`config.mk`:
```
export PLATFORM = sky130hd
export DESIGN_NAME = motor_ramp_safety_controller
export DESIGN_NICKNAME = d
export VERILOG_FILES = /design/src/mrsc_pkg.sv /design/src/mrsc_blink.sv /design/src/mrsc_core.sv /design/src/motor_ramp_safety_controller.sv
export SDC_FILE = /design/constraint.sdc
export NUM_CORES = 2
export LEC_CHECK = 0
export ABC_AREA = 1
export BUFFER_PORTS_ARGS = -buffer_cell sky130_fd_sc_hd__buf_2
export CORE_ASPECT_RATIO = 1.4
export CORE_UTILIZATION = 41
export DETAILED_ROUTE_END_ITERATION = 6
export PLACE_DENSITY_LB_ADDON = 0.2
export SLEW_MARGIN = 20
export SYNTH_ARGS = -nofsm -noshare
export SYNTH_HDL_FRONTEND = slang
export SYNTH_SLANG_ARGS = --single-unit
export TNS_END_PERCENT = 30
```
`constraint.sdc`:
```
create_clock -name i_clk -period 15.6 [get_ports i_clk]
set_input_delay 3.12 -clock i_clk [delete_from_list [all_inputs] [get_ports i_clk]]
set_output_delay 3.12 -clock i_clk [all_outputs]
set_load 0.03 [all_outputs]
```
`src/mrsc_pkg.sv`:
```
package mrsc_pkg;

    // One control pass as it arrives on the input stream.
    typedef struct packed {
        logic [31:0] now_ms;
        logic        start_press;
        logic        estop_press;
        logic        upper_limit_hit;
        logic        lower_limit_hit;
        logic [11:0] current_level;
    } t_item;

    // Configuration register file.
    typedef struct packed {
        logic [11:0] current_trip_level;
        logic [31:0] max_run_ms;
        logic [15:0] ramp_step_ms;
        logic [15:0] cruise_ms;
        logic [15:0] debounce_ms;
        logic [7:0]  run_duty;
    } t_cfg;

    // One result of a control pass.
    typedef struct packed {
        logic [2:0]        mode;
        logic signed [8:0] speed;
        logic [7:0]        up_duty;
        logic [7:0]        down_duty;
        logic              fault_lamp;
        logic              overload_fault;
        logic              timeout_fault;
    } t_result;

    // Motor mode state, one-hot.
    typedef enum logic [4:0] {
        ST_OFF    = 5'b00001,
        ST_ACCEL  = 5'b00010,
        ST_CRUISE = 5'b00100,
        ST_DECEL  = 5'b01000,
        ST_EMERG  = 5'b10000
    } t_mode;

    // Mode codes as reported on the result stream.
    localparam logic [2:0] MODE_OFF    = 3'd0;
    localparam logic [2:0] MODE_ACCEL  = 3'd1;
    localparam logic [2:0] MODE_CRUISE = 3'd2;
    localparam logic [2:0] MODE_DECEL  = 3'd3;
    localparam logic [2:0] MODE_EMERG  = 3'd4;

    // Configuration register indexes.
    localparam int         CFG_IDX_W          = 3;
    localparam logic [2:0] CFG_TRIP_LEVEL     = 3'd0;
    localparam logic [2:0] CFG_MAX_RUN        = 3'd1;
    localparam logic [2:0] CFG_RAMP_STEP      = 3'd2;
    localparam logic [2:0] CFG_CRUISE         = 3'd3;
    localparam logic [2:0] CFG_DEBOUNCE       = 3'd4;
    localparam logic [2:0] CFG_RUN_DUTY       = 3'd5;

    // Register values after reset.
    localparam logic [11:0] RST_TRIP_LEVEL = 12'd3000;
    localparam logic [31:0] RST_MAX_RUN    = 32'd12000;
    localparam logic [15:0] RST_RAMP_STEP  = 16'd15;
    localparam logic [15:0] RST_CRUISE     = 16'd2000;
    localparam logic [15:0] RST_DEBOUNCE   = 16'd300;
    localparam logic [7:0]  RST_RUN_DUTY   = 8'd200;

    // Blink phase: now mod 600 < 300. Since 600 = 8 * 75, the low three bits pass
    // straight through and the rest is reduced mod 75 with a reciprocal multiply.
    // The reciprocal is floor(2^36 / 75), so the quotient is low by at most one.
    localparam int          BLINK_SHIFT = 36;
    localparam logic [29:0] BLINK_RECIP = 30'd916259689;
    localparam logic [7:0]  BLINK_DIV   = 8'd75;
    localparam logic [7:0]  BLINK_HALF  = 8'd37;

    function automatic logic [2:0] mode_code(t_mode m);
        logic [2:0] code;
        unique case (m)
            ST_OFF:    code = MODE_OFF;
            ST_ACCEL:  code = MODE_ACCEL;
            ST_CRUISE: code = MODE_CRUISE;
            ST_DECEL:  code = MODE_DECEL;
            ST_EMERG:  code = MODE_EMERG;
            default:   code = MODE_OFF;
        endcase
        return code;
    endfunction

endpackage

```
`src/mrsc_blink.sv`:
```
module mrsc_blink (
    input  logic        i_clk,
    input  logic        i_load_quot,
    input  logic        i_load_phase,
    input  logic [31:0] i_now_ms,
    output logic        o_blink_on
);
    import mrsc_pkg::*;

    logic [58:0] product;
    logic [28:0] r_coarse;
    logic [2:0]  r_fine;
    logic [22:0] r_quot;
    logic [28:0] rem_full;
    logic [7:0]  rem_raw;
    logic [7:0]  rem;
    logic        blink_on;
    logic        r_blink_on;

    // First stage: quotient estimate of (now / 8) / 75.
    assign product = 59'(i_now_ms[31:3]) * 59'(BLINK_RECIP);

    always_ff @(posedge i_clk) begin
        if (i_load_quot) begin
            r_coarse <= i_now_ms[31:3];
            r_fine   <= i_now_ms[2:0];
            r_quot   <= product[BLINK_SHIFT +: 23];
        end
    end

    // Second stage: remainder below 150, one correction brings it below 75.
    assign rem_full = r_coarse - (29'(r_quot) * 29'(BLINK_DIV));
    assign rem_raw  = rem_full[7:0];
    assign rem      = (rem_raw >= BLINK_DIV) ? (rem_raw - BLINK_DIV) : rem_raw;

    // Lit for the first half of the 600 ms period: 8 * rem + fine < 300.
    assign blink_on = (rem < BLINK_HALF) || ((rem == BLINK_HALF) && !r_fine[2]);

    always_ff @(posedge i_clk) begin
        if (i_load_phase) begin
            r_blink_on <= blink_on;
        end
    end

    assign o_blink_on = r_blink_on;

endmodule

```
`src/mrsc_core.sv`:
```
module mrsc_core (
    input  logic              i_clk,
    input  logic              i_rst_n,
    input  logic              i_step,
    input  mrsc_pkg::t_item   i_item,
    input  logic              i_blink_on,
    input  mrsc_pkg::t_cfg    i_cfg,
    output mrsc_pkg::t_result o_result
);
    import mrsc_pkg::*;

    t_mode             r_mode, n_mode;
    logic signed [8:0] r_speed, n_speed;
    logic signed [8:0] r_target, n_target;
    logic              r_next_dir_down, n_next_dir_down;
    logic [31:0]       r_last_ramp_ms, n_last_ramp_ms;
    logic [31:0]       r_run_start_ms, n_run_start_ms;
    logic [31:0]       r_last_start_ms, n_last_start_ms;
    logic [31:0]       r_last_estop_ms, n_last_estop_ms;
    logic              r_overload, n_overload;
    logic              r_timeout, n_timeout;
    logic              r_lamp, n_lamp;

    logic [31:0]       run_age;
    logic [31:0]       ramp_age;
    logic [31:0]       start_age;
    logic [31:0]       estop_age;
    logic              moving;
    logic              limit_stop;
    logic              trip_over;
    logic              run_over;
    logic              estop_ok;
    logic              start_ok;
    logic              step_due;
    logic              cruise_due;
    logic              go_down;
    logic signed [8:0] mag;
    logic signed [8:0] neg_speed;

    // Elapsed times, all modulo 2^32, taken against the stored timestamps.
    assign run_age   = i_item.now_ms - r_run_start_ms;
    assign ramp_age  = i_item.now_ms - r_last_ramp_ms;
    assign start_age = i_item.now_ms - r_last_start_ms;
    assign estop_age = i_item.now_ms - r_last_estop_ms;

    assign moving     = (r_mode == ST_ACCEL) || (r_mode == ST_CRUISE) || (r_mode == ST_DECEL);
    assign limit_stop = moving && (((r_speed > 9'sd0) && i_item.upper_limit_hit) ||
                                   ((r_speed < 9'sd0) && i_item.lower_limit_hit));
    assign trip_over  = i_item.current_level > i_cfg.current_trip_level;
    assign run_over   = run_age > i_cfg.max_run_ms;
    assign estop_ok   = i_item.estop_press && (estop_age > {16'h0000, i_cfg.debounce_ms});
    assign start_ok   = i_item.start_press && (start_age > {16'h0000, i_cfg.debounce_ms});
    assign step_due   = ramp_age >= {16'h0000, i_cfg.ramp_step_ms};
    assign cruise_due = ramp_age >= {16'h0000, i_cfg.cruise_ms};

    // Direction of a new run: turn away from a limit that is already hit.
    assign go_down = r_next_dir_down ? !i_item.lower_limit_hit : i_item.upper_limit_hit;
    assign mag     = $signed({1'b0, i_cfg.run_duty});

    // One control pass, checks in fixed priority order, then the mode action.
    always_comb begin
        n_mode          = r_mode;
        n_speed         = r_speed;
        n_target        = r_target;
        n_next_dir_down = r_next_dir_down;
        n_last_ramp_ms  = r_last_ramp_ms;
        n_run_start_ms  = r_run_start_ms;
        n_last_start_ms = r_last_start_ms;
        n_last_estop_ms = r_last_estop_ms;
        n_overload      = r_overload;
        n_timeout       = r_timeout;
        n_lamp          = r_lamp;

        if (limit_stop) begin
            n_speed  = 9'sd0;
            n_target = 9'sd0;
            n_mode   = ST_OFF;
        end
        if ((n_mode != ST_OFF) && (n_mode != ST_EMERG) && trip_over) begin
            n_mode     = ST_EMERG;
            n_overload = 1'b1;
        end
        if ((n_mode != ST_OFF) && (n_mode != ST_EMERG) && run_over) begin
            n_mode    = ST_EMERG;
            n_timeout = 1'b1;
        end
        if (estop_ok) begin
            n_last_estop_ms = i_item.now_ms;
            n_mode          = ST_EMERG;
            n_overload      = 1'b0;
            n_timeout       = 1'b0;
        end
        if (start_ok) begin
            n_last_start_ms = i_item.now_ms;
            if ((n_mode == ST_OFF) || (n_mode == ST_EMERG)) begin
                n_overload      = 1'b0;
                n_timeout       = 1'b0;
                n_lamp          = 1'b0;
                n_mode          = ST_ACCEL;
                n_target        = go_down ? -mag : mag;
                n_next_dir_down = !go_down;
                n_run_start_ms  = i_item.now_ms;
            end else begin
                n_target = 9'sd0;
                n_mode   = ST_DECEL;
            end
        end

        unique case (n_mode)
            ST_ACCEL: begin
                if (step_due) begin
                    n_last_ramp_ms = i_item.now_ms;
                    if (n_speed < n_target) n_speed = n_speed + 9'sd1;
                    if (n_speed > n_target) n_speed = n_speed - 9'sd1;
                    if (n_speed == n_target) n_mode = ST_CRUISE;
                end
            end
            ST_CRUISE: begin
                if (cruise_due) begin
                    n_target = 9'sd0;
                    n_mode   = ST_DECEL;
                end
            end
            ST_DECEL: begin
                if (step_due) begin
                    n_last_ramp_ms = i_item.now_ms;
                    if (n_speed > 9'sd0) n_speed = n_speed - 9'sd1;
                    if (n_speed < 9'sd0) n_speed = n_speed + 9'sd1;
                    if (n_speed == 9'sd0) n_mode = ST_OFF;
                end
            end
            ST_EMERG: begin
                n_speed  = 9'sd0;
                n_target = 9'sd0;
                if (n_overload) begin
                    n_lamp = i_blink_on;
                end else if (n_timeout) begin
                    n_lamp = 1'b1;
                end else begin
                    n_lamp = 1'b0;
                end
            end
            ST_OFF: begin
            end
            default: begin
            end
        endcase
    end

    // Result of the pass, taken from the next state.
    assign neg_speed = -n_speed;

    always_comb begin
        o_result.mode           = mode_code(n_mode);
        o_result.speed          = n_speed;
        o_result.up_duty        = (n_speed > 9'sd0) ? n_speed[7:0] : 8'h00;
        o_result.down_duty      = (n_speed < 9'sd0) ? neg_speed[7:0] : 8'h00;
        o_result.fault_lamp     = n_lamp;
        o_result.overload_fault = n_overload;
        o_result.timeout_fault  = n_timeout;
    end

    // Controller state advances once per pass.
    always_ff @(posedge i_clk) begin
        if (!i_rst_n) begin
            r_mode          <= ST_OFF;
            r_speed         <= 9'sd0;
            r_target        <= 9'sd0;
            r_next_dir_down <= 1'b0;
            r_last_ramp_ms  <= 32'h0;
            r_run_start_ms  <= 32'h0;
            r_last_start_ms <= 32'h0;
            r_last_estop_ms <= 32'h0;
            r_overload      <= 1'b0;
            r_timeout       <= 1'b0;
            r_lamp          <= 1'b0;
        end else if (i_step) begin
            r_mode          <= n_mode;
            r_speed         <= n_speed;
            r_target        <= n_target;
            r_next_dir_down <= n_next_dir_down;
            r_last_ramp_ms  <= n_last_ramp_ms;
            r_run_start_ms  <= n_run_start_ms;
            r_last_start_ms <= n_last_start_ms;
            r_last_estop_ms <= n_last_estop_ms;
            r_overload      <= n_overload;
            r_timeout       <= n_timeout;
            r_lamp          <= n_lamp;
        end
    end

endmodule

```
`src/motor_ramp_safety_controller.sv`:
```
// Motor ramp safety controller.
// Input stream: one transaction per control pass carrying the millisecond time, the
// start and emergency press events, both limit-switch levels and the filtered current.
// Output stream: exactly one transaction per pass with the mode, signed speed, forward
// and reverse duties, the fault lamp and the two fault flags.
// Configuration: write port with a register index. The user must write registers while
// the block is idle, as it does not enforce this; writes take effect on the next pass.
// Pipeline: an accepted transaction is registered in stages one, two and three, then in
// the result register. The first two stages reduce the time stamp modulo the 600 ms
// blink period (one multiply by a reciprocal, then a subtract and correct); the third
// stage runs the control pass. Throughput: one transaction per cycle while the receiver
// does not stall. Each stage has its own valid bit and moves on whenever the stage after
// it is empty or moving, so bubbles close up under a stall. When the receiver stalls, the
// result register holds and the stages behind it fill before s_axis_tready drops.
// Reset clears the mode to off, the speed, target, timestamps, fault flags and lamp,
// empties the pipeline and restores the configuration defaults.
module motor_ramp_safety_controller #(
    parameter int DUTY_BITS = 8
) (
    input  logic        i_clk,
    input  logic        i_rst_n,
    // Input transaction.
    input  logic        s_axis_tvalid,
    output logic        s_axis_tready,
    // now_ms[31:0], start_press[32], estop_press[33], upper_limit_hit[34],
    // lower_limit_hit[35], current_level[47:36]
    input  logic [47:0] s_axis_tdata,
    // Result transaction.
    output logic        m_axis_tvalid,
    input  logic        m_axis_tready,
    // mode[2:0], speed[11:3], up_duty[19:12], down_duty[27:20], fault_lamp[28],
    // overload_fault[29], timeout_fault[30], zero[31]
    output logic [31:0] m_axis_tdata,
    // Configuration write port.
    input  logic                         i_cfg_we,
    input  logic [mrsc_pkg::CFG_IDX_W-1:0] i_cfg_idx,
    input  logic [31:0]                  i_cfg_data
);
    import mrsc_pkg::*;

    // Largest run duty the drive accepts.
    localparam logic [7:0] DutyCap = (DUTY_BITS >= 8) ? 8'hFF : 8'((1 << DUTY_BITS) - 1);

    t_cfg    r_cfg;
    t_item   in_item;
    t_item   r_s1_item;
    t_item   r_s2_item;
    t_item   r_s3_item;
    logic    r_s1_valid;
    logic    r_s2_valid;
    logic    r_s3_valid;
    logic    r_out_valid;
    t_result r_out;
    t_result pass_result;
    logic    blink_on;
    logic    out_ready;
    logic    s3_ready;
    logic    s2_ready;
    logic    s1_ready;
    logic    s3_move;
    logic    s2_move;
    logic    s1_move;
    logic [7:0] duty_capped;

    // Configuration registers; the run duty is capped to the drive range on write.
    assign duty_capped = (i_cfg_data[7:0] > DutyCap) ? DutyCap : i_cfg_data[7:0];

    always_ff @(posedge i_clk) begin
        if (!i_rst_n) begin
            r_cfg.current_trip_level <= RST_TRIP_LEVEL;
            r_cfg.max_run_ms         <= RST_MAX_RUN;
            r_cfg.ramp_step_ms       <= RST_RAMP_STEP;
            r_cfg.cruise_ms          <= RST_CRUISE;
            r_cfg.debounce_ms        <= RST_DEBOUNCE;
            r_cfg.run_duty           <= (RST_RUN_DUTY > DutyCap) ? DutyCap : RST_RUN_DUTY;
        end else if (i_cfg_we) begin
            unique case (i_cfg_idx)
                CFG_TRIP_LEVEL: r_cfg.current_trip_level <= i_cfg_data[11:0];
                CFG_MAX_RUN:    r_cfg.max_run_ms         <= i_cfg_data;
                CFG_RAMP_STEP:  r_cfg.ramp_step_ms       <= i_cfg_data[15:0];
                CFG_CRUISE:     r_cfg.cruise_ms          <= i_cfg_data[15:0];
                CFG_DEBOUNCE:   r_cfg.debounce_ms        <= i_cfg_data[15:0];
                CFG_RUN_DUTY:   r_cfg.run_duty           <= duty_capped;
                default: begin
                end
            endcase
        end
    end

    // Unpack the input transaction.
    assign in_item.now_ms          = s_axis_tdata[31:0];
    assign in_item.start_press     = s_axis_tdata[32];
    assign in_item.estop_press     = s_axis_tdata[33];
    assign in_item.upper_limit_hit = s_axis_tdata[34];
    assign in_item.lower_limit_hit = s_axis_tdata[35];
    assign in_item.current_level   = s_axis_tdata[47:36];

    // Per-stage flow control.
    assign out_ready     = !r_out_valid || m_axis_tready;
    assign s3_ready      = !r_s3_valid || out_ready;
    assign s2_ready      = !r_s2_valid || s3_ready;
    assign s1_ready      = !r_s1_valid || s2_ready;
    assign s3_move       = r_s3_valid && out_ready;
    assign s2_move       = r_s2_valid && s3_ready;
    assign s1_move       = r_s1_valid && s2_ready;
    assign s_axis_tready = s1_ready;

    always_ff @(posedge i_clk) begin
        if (!i_rst_n) begin
            r_s1_valid  <= 1'b0;
            r_s2_valid  <= 1'b0;
            r_s3_valid  <= 1'b0;
            r_out_valid <= 1'b0;
        end else begin
            if (s1_ready)  r_s1_valid  <= s_axis_tvalid;
            if (s2_ready)  r_s2_valid  <= r_s1_valid;
            if (s3_ready)  r_s3_valid  <= r_s2_valid;
            if (out_ready) r_out_valid <= r_s3_valid;
        end
    end

    // Item payload follows its valid bit down the pipeline.
    always_ff @(posedge i_clk) begin
        if (s_axis_tvalid && s1_ready) r_s1_item <= in_item;
        if (s1_move)                   r_s2_item <= r_s1_item;
        if (s2_move)                   r_s3_item <= r_s2_item;
        if (s3_move)                   r_out     <= pass_result;
    end

    // Blink phase of the time stamp, computed alongside stages two and three.
    mrsc_blink u_blink (
        .i_clk        (i_clk),
        .i_load_quot  (s1_move),
        .i_load_phase (s2_move),
        .i_now_ms     (r_s1_item.now_ms),
        .o_blink_on   (blink_on)
    );

    // Control pass on the item in stage three.
    mrsc_core u_core (
        .i_clk      (i_clk),
        .i_rst_n    (i_rst_n),
        .i_step     (s3_move),
        .i_item     (r_s3_item),
        .i_blink_on (blink_on),
        .i_cfg      (r_cfg),
        .o_result   (pass_result)
    );

    // Pack the result transaction.
    assign m_axis_tvalid = r_out_valid;
    assign m_axis_tdata  = {1'b0, r_out.timeout_fault, r_out.overload_fault, r_out.fault_lamp,
                            r_out.down_duty, r_out.up_duty, r_out.speed, r_out.mode};

endmodule

```
After elaboration in Yosys (flattened, before gate mapping)
Index checks and enable logic that the tools add are counted.

word-level totals
  flip-flop bits (word level) = 469
  input bits = 88
  output and inout port bits = 34
  word-level logic and storage cells = 199

cells by class
  $add $sub $neg = 12
  multipliers = 2
  order comparisons = 17
  eq/ne operators = 24
  mux-type cells = 51
  reductions and logical operators = 43

operator list
  kind                                                            number
  two-way mux 9 bit                                               20
  subtractor 32 bit                                               4
  greater-or-equal comparator 32 x 16 -> 1 bit                    2
  greater-than comparator 32 x 16 -> 1 bit                        2
  multiplier 29 x 30 -> 59 bit (second input constant)            1
  two-way mux 5 bit                                               10
  greater-than comparator 32 bit                                  1
  greater-than comparator 9 x 1 -> 1 bit (second input constant)  3
  less-than comparator 9 x 1 -> 1 bit (second input constant)     3
  case mux 9 bit (3 select lines)                                 1
  multiplier 23 x 7 -> 8 bit (second input constant)              1
  adder 9 x 2 -> 9 bit (second input constant)                    2
  case mux 9 bit (2 select lines)                                 1
  subtractor 9 x 2 -> 9 bit (second input constant)               2
  two-way mux 8 bit                                               2
  AND reduction 2 bit                                             8
  equality test 5 x 2 -> 1 bit (second input constant)            3
  equality test 5 x 3 -> 1 bit (second input constant)            3
  equality test 5 x 4 -> 1 bit (second input constant)            3
  equality test 5 bit (second input constant)                     3
  case mux 5 bit (3 select lines)                                 1
  logical AND 1 bit                                               14
  two-way mux 1 bit                                               14
  greater-than comparator 12 bit                                  1
  other kinds (25)                                                44

Logic depth before layout (Yosys ltp)
  depth after elaboration = 32
  depth in mapped cells = 80
  gate-level depth less buffers = 80

Modules after synthesis
A second synthesis with hierarchy kept.

second synthesis, totals
  cell total of the unflattened synthesis = 5269
  area total of the unflattened synthesis = 41204.5 sq um

by module, submodules not included
  module                        times used  cells an instance  area an instance (sq um)  sequential area each (sq um)
  mrsc_core                     1           3126               18929.4                   3103.0
  mrsc_blink                    1           1444               13131.3                   540.5
  motor_ramp_safety_controller  1           699                9143.8                    7337.0

Worst setup path after synthesis
No wires, ideal clock.

  path kind = register to register
  start point = register r_s3_item[17] in the netlist's numbering
  end point = register r_out, in the netlist m_axis_tdata[15] (data pin)
  library setup time = 0.263 ns
  arrival time = 9.324 ns
  data required time = 15.337 ns
  path slack = 6.012 ns
  cell stages (with the launch flop) = 72
  path buffers = 0
  clock period less this slack = 9.588 ns
  cell sequence = edfxtp_1 -> ha_1 -> nand2_1 -> nor2_1 -> a211oi_1 -> o21ai_0 -> a21oi_1 -> o21ai_0 -> nand3_1 -> nand2_1 -> a21o_1 -> a21oi_1 -> o21ai_0 -> nand3_1 -> nand2_1 -> nand3_1 -> nand2_1 -> nand2_1 -> [... 36 more ...] -> nand2_1 -> nor4_1 -> o21ai_0 -> o21ai_0 -> nand2_1 -> inv_1 -> nand2_1 -> nand2_1 -> inv_1 -> o21ai_1 -> nand3_1 -> nand2_1 -> ha_1 -> nand4_2 -> nor2_2 -> nand2_1 -> nand2_2 -> nor2_1

on the way
  longest elaborated chain between the ends = 20
  elaborated cells between the ends (all ways) = 36
  classes of those cells = add/sub: 5; order compare: 7; eq/ne: 5; mux: 15; reduce/logical: 4

ends and longest elaborated chain
  item                                                                               RTL line                             source
  start, declared                                                                    motor_ramp_safety_controller.sv:48   t_item r_s3_item;
  start signal, assigned                                                             motor_ramp_safety_controller.sv:126  if (s2_move) r_s3_item <= r_s2_item;
  subtractor 32 bit                                                                  mrsc_core.sv:41                      assign run_age = i_item.now_ms - r_run_start_ms;
  greater-than comparator 32 bit                                                     mrsc_core.sv:50                      assign run_over = run_age > i_cfg.max_run_ms;
  logical AND 1 bit                                                                  mrsc_core.sv:83                      if ((n_mode != ST_OFF) && (n_mode != ST_EMERG) && run_over) begin
  two-way mux 5 bit                                                                  mrsc_core.sv:83
  two-way mux 5 bit                                                                  mrsc_core.sv:87                      if (estop_ok) begin
  equality test 5 x 1 -> 1 bit / equality test 5 bit (equally long branches)         mrsc_core.sv:95                      if ((n_mode == ST_OFF) || (n_mode == ST_EMERG)) begin
  logical OR 1 bit                                                                   mrsc_core.sv:95
  two-way mux 9 bit                                                                  mrsc_core.sv:95
  [... 4 more ...]                                                                   n/a
  two-way mux 9 bit                                                                  mrsc_core.sv:109                     unique case (n_mode)
  subtractor 9 x 2 -> 9 bit / greater-than comparator 9 bit (equally long branches)  mrsc_core.sv:114                     if (n_speed > n_target) n_speed = n_speed - 9'sd1;
  two-way mux 9 bit                                                                  mrsc_core.sv:114
  two-way mux 9 bit                                                                  mrsc_core.sv:111                     if (step_due) begin
  two-way mux 9 bit                                                                  mrsc_core.sv:109
  two-way mux 9 bit                                                                  mrsc_core.sv:111
  case mux 9 bit (3 select lines) *                                                  mrsc_core.sv:109
  greater-than comparator 9 x 1 -> 1 bit                                             mrsc_core.sv:156                     o_result.up_duty = (n_speed > 9'sd0) ? n_speed[7:0] : 8'h00;
  end signal, assigned                                                               motor_ramp_safety_controller.sv:127  if (s3_move) r_out <= pass_result;
  end, declared                                                                      motor_ramp_safety_controller.sv:53   t_result r_out;

Every way passes the cells marked *; elsewhere a longest branch is shown, timed or not. The select of a mux whose other input is x is not followed.
A chain may end at the register's enable or synchronous reset.

==> flow_summary.json <==
{
  "wl_per_cell_um": 18.55,
  "drc": 0,
  "finalSetupViolations": 0,
  "die_w_um": 262.9,
  "worst-path-max-fanout": 9,
  "synth_ff_type": "dfxtp_1",
  "max_freq_ghz": 0.08416,
  "ant_nets": 0,
  "cts_setup_buffers": 0,
  "synth_top_area_cell": "ha_1",
  "seq_area_frac_synth_pct": 27.41,
  "clock-sinks": 443,
  "ys_ff_latch": 443,
  "start_kind": "register",
  "finalCritPeriodShare_pct": 76.17,
  "grt_pass1_wl_um": 178500,
  "fin_skew_ns": 0.02400,
  "finalHoldViolCount": 0,
  "synthAdderAreaFrac_pct": 30.50,
  "syn-cell-area_sq_mm": 0.03908,
  "cts_tree": "built",
  "ys_warn_count": 0,
  "crit_arrival_ns": 12.24,
  "vias_per_cell": 5.033,
  "cts_buffers": 51,
  "cap_violations": 0,
  "slew_viol_final": 0,
  "cts_max_level": 2,
  "clkTransAtPathRegs_ns": 0.06,
  "cts_hold_buf": 0,
  "slew_headroom_pct": 29.42,
  "synth_cell_types": 65,
  "grt-ovfl-total": 0,
  "cts_buffer_depth": 3,
  "rsz0062_at_grt": "no",
  "synthMuxAreaShare_pct": 0.02561,
  "root_buffer": "clkbuf_16",
  "fp.dieH_um": 367.3,
  "dp_hpwl_um": 94880,
  "finalPower_mw": 8.589,
  "synth-compound-area-share_pct": 11.87,
  "layout_min_cycle_time_ns": 11.88,
  "synthCells": 4817,
  "critPathKind": "reg -> reg",
  "grt_start_max_net_pins": 96,
  "synth_top_family_by_area": "adder cells",
  "synthToLayoutAreaGrowth_pct": 9.855,
  "hold_path_class": "reg -> reg",
  "totalWireLength_um": 115000,
  "netlist_top_cells_area": "ha_1 (17%), edfxtp_1 (14%), fa_1 (13%)",
  "fin_nets": 5827,
  "antenna_found_initial": 2,
  "ir_drop_mv": 0.9346,
  "initial_core_util_pct": 41.49,
  "max_stage_delay_ns": 0.55,
  "syn-num-nets": 5701,
  "crit_top_cell": "nand2_1",
  "dieArea_sq_mm": 0.09657,
  "finalInstanceArea_sq_mm": 0.04293,
  "firstDrtPassIters": 5,
  "ios": 122,
  "drive_above_1_share_pct": 6.822,
  "gp_congestion": 0.9424,
  "clock_latency_ns": 0.62,
  "core_sq_mm": 0.09419,
  "end_kind": "register",
  "status": "complete, no violations",
  "power.density_mw_per_mm2": 200.1,
  "hold_ws_ns": 0.4129,
  "avgSynthCellArea_sq_um": 8.112,
  "worst_slew_pin_slew_ns": 1.059,
  "ctsResizeCount": 0,
  "first_global_vias": 31800,
  "async_flop_share_pct": 0,
  "placedInstanceArea_sq_mm": 0.04116,
  "slowest_stage": "edfxtp_1",
  "yosys.area_share.simple_pct": 15.63,
  "synth.top_cell.area_share_pct": 17.13,
  "port_buffers": 120,
  "synth_xor_area_share_pct": 3.685,
  "leakagePower_nw": 20.77,
  "synth_edf_count": 184,
  "drtIter0Drc": 1509,
  "required_ns": 15.95,
  "grt_usage_pct": 24.06,
  "fin_tns_setup_ns": 0,
  "row_count": 133,
  "dr_total_vias": 31210
}
registers in the layout, indices dropped and copies added, names as in the netlist, 31 cells and up:
register and count:
u_core.r_last_start_ms 32, m_axis_tdata 31, r_s2_item 48, r_s3_item 48
u_core.r_last_estop_ms 32, u_core.r_last_ramp_ms 32, r_s1_item 48, r_cfg 100
u_core.r_run_start_ms 32
cells by family (layout without fill, tap and decap cells):
group,after synthesis,count (layout)
adders and majority gates,796,796
other,1,4
xor gates and xnor gates,162,162
buffers and inverters,1129,1296
AOI/OAI and AO/OA,860,860
DFF,443,443
muxes,1,1
and+or+nand+nor,1425,1425
stage by stage:
stage                     setup slack, ns  util, %  instances
after floorplan                     6.012        -       4817
after global placement              3.798    43.70       6104
after detailed placement            3.626    43.70       6104
after CTS                           3.552    45.54       6198
after global routing                2.449    45.57       6200
final                               3.717    45.58       6202
area by class of cell:
class	count	area (sq um)
inverter	1052	3955
tap	1215	1520
clock buffer	64	1366
sequential	443	10710
multi-input combinational	3245	24160
fill	9472	51260
clock inverter	30	374.1
antenna	3	7.507
timing repair buffer	150	839.6
cell usage after synthesis, drive strengths merged (31+ instances only):
library cell and n:
fa 261, nor3 36, nand3 186, xor2 121, clkbuf 74, nand4 56
inv 1045, edfxtp 184, o21ai 315, dfxtp 259, a21oi 440, nand2 830
o211ai 31, ha 535, nor2 280, xnor2 40
layer usage:
layer / routed length (um) / up-vias / GRT usage, %
li1: - / 15730 / -
met1: 44330 / 14760 / 26.11
met2: 61030 / 494 / 46.03
met3: 2911 / 227 / 2.078
met4: 6766 / 0 / 12.48
met5: 0 / - / 0
path summary, 6_finish.rpt:
check	startpoint	endpoint	slack [ns]	cells past startpoint
hold / removal	r_s1_item[3]$_DFFE_PP_	r_s2_item[3]$_DFFE_PP_	0.41	0
hold reg to reg	r_s1_item[3]$_DFFE_PP_	r_s2_item[3]$_DFFE_PP_	0.41	0
setup reg to reg	r_s3_item[16]$_DFFE_PP_	m_axis_tdata[15]$_SDFFCE_PP0P_	3.72	75
setup / recovery	r_s3_item[16]$_DFFE_PP_	m_axis_tdata[15]$_SDFFCE_PP0P_	3.72	75
worst max-delay path: cells and delay by family, from the launching register on:
kind	cells	cell delay, ns
fa+ha+maj	5	1.39
compound gates	16	3.40
flops	1	0.55
simple gates	46	5.27
xor+xnor	2	0.34
buf+inv	6	0.64
power breakdown:
part | leakage (nW) | switching, mW | internal [mW]
clock network | 0.851 | 0.525 | 0.742
logic | 16.1 | 3.49 | 2.40
registers | 3.83 | 0.0461 | 1.39
total | 20.8 | 4.06 | 4.53
layout by cell type, fill, tap and decap left out, drive strengths merged, types with 13 or more instances in the layout:
cell type and instances:
inv 1050, nand2 830, ha 535, a21oi 440, o21ai 315, nor2 280
fa 261, dfxtp 259, nand3 186, edfxtp 184, buf 150, xor2 121
clkbuf 64, nand4 56, xnor2 40, nor3 36, o211ai 31, clkinv 23
o21bai 17, o21a 13
Note: power is estimated with default switching activity, not from simulation.
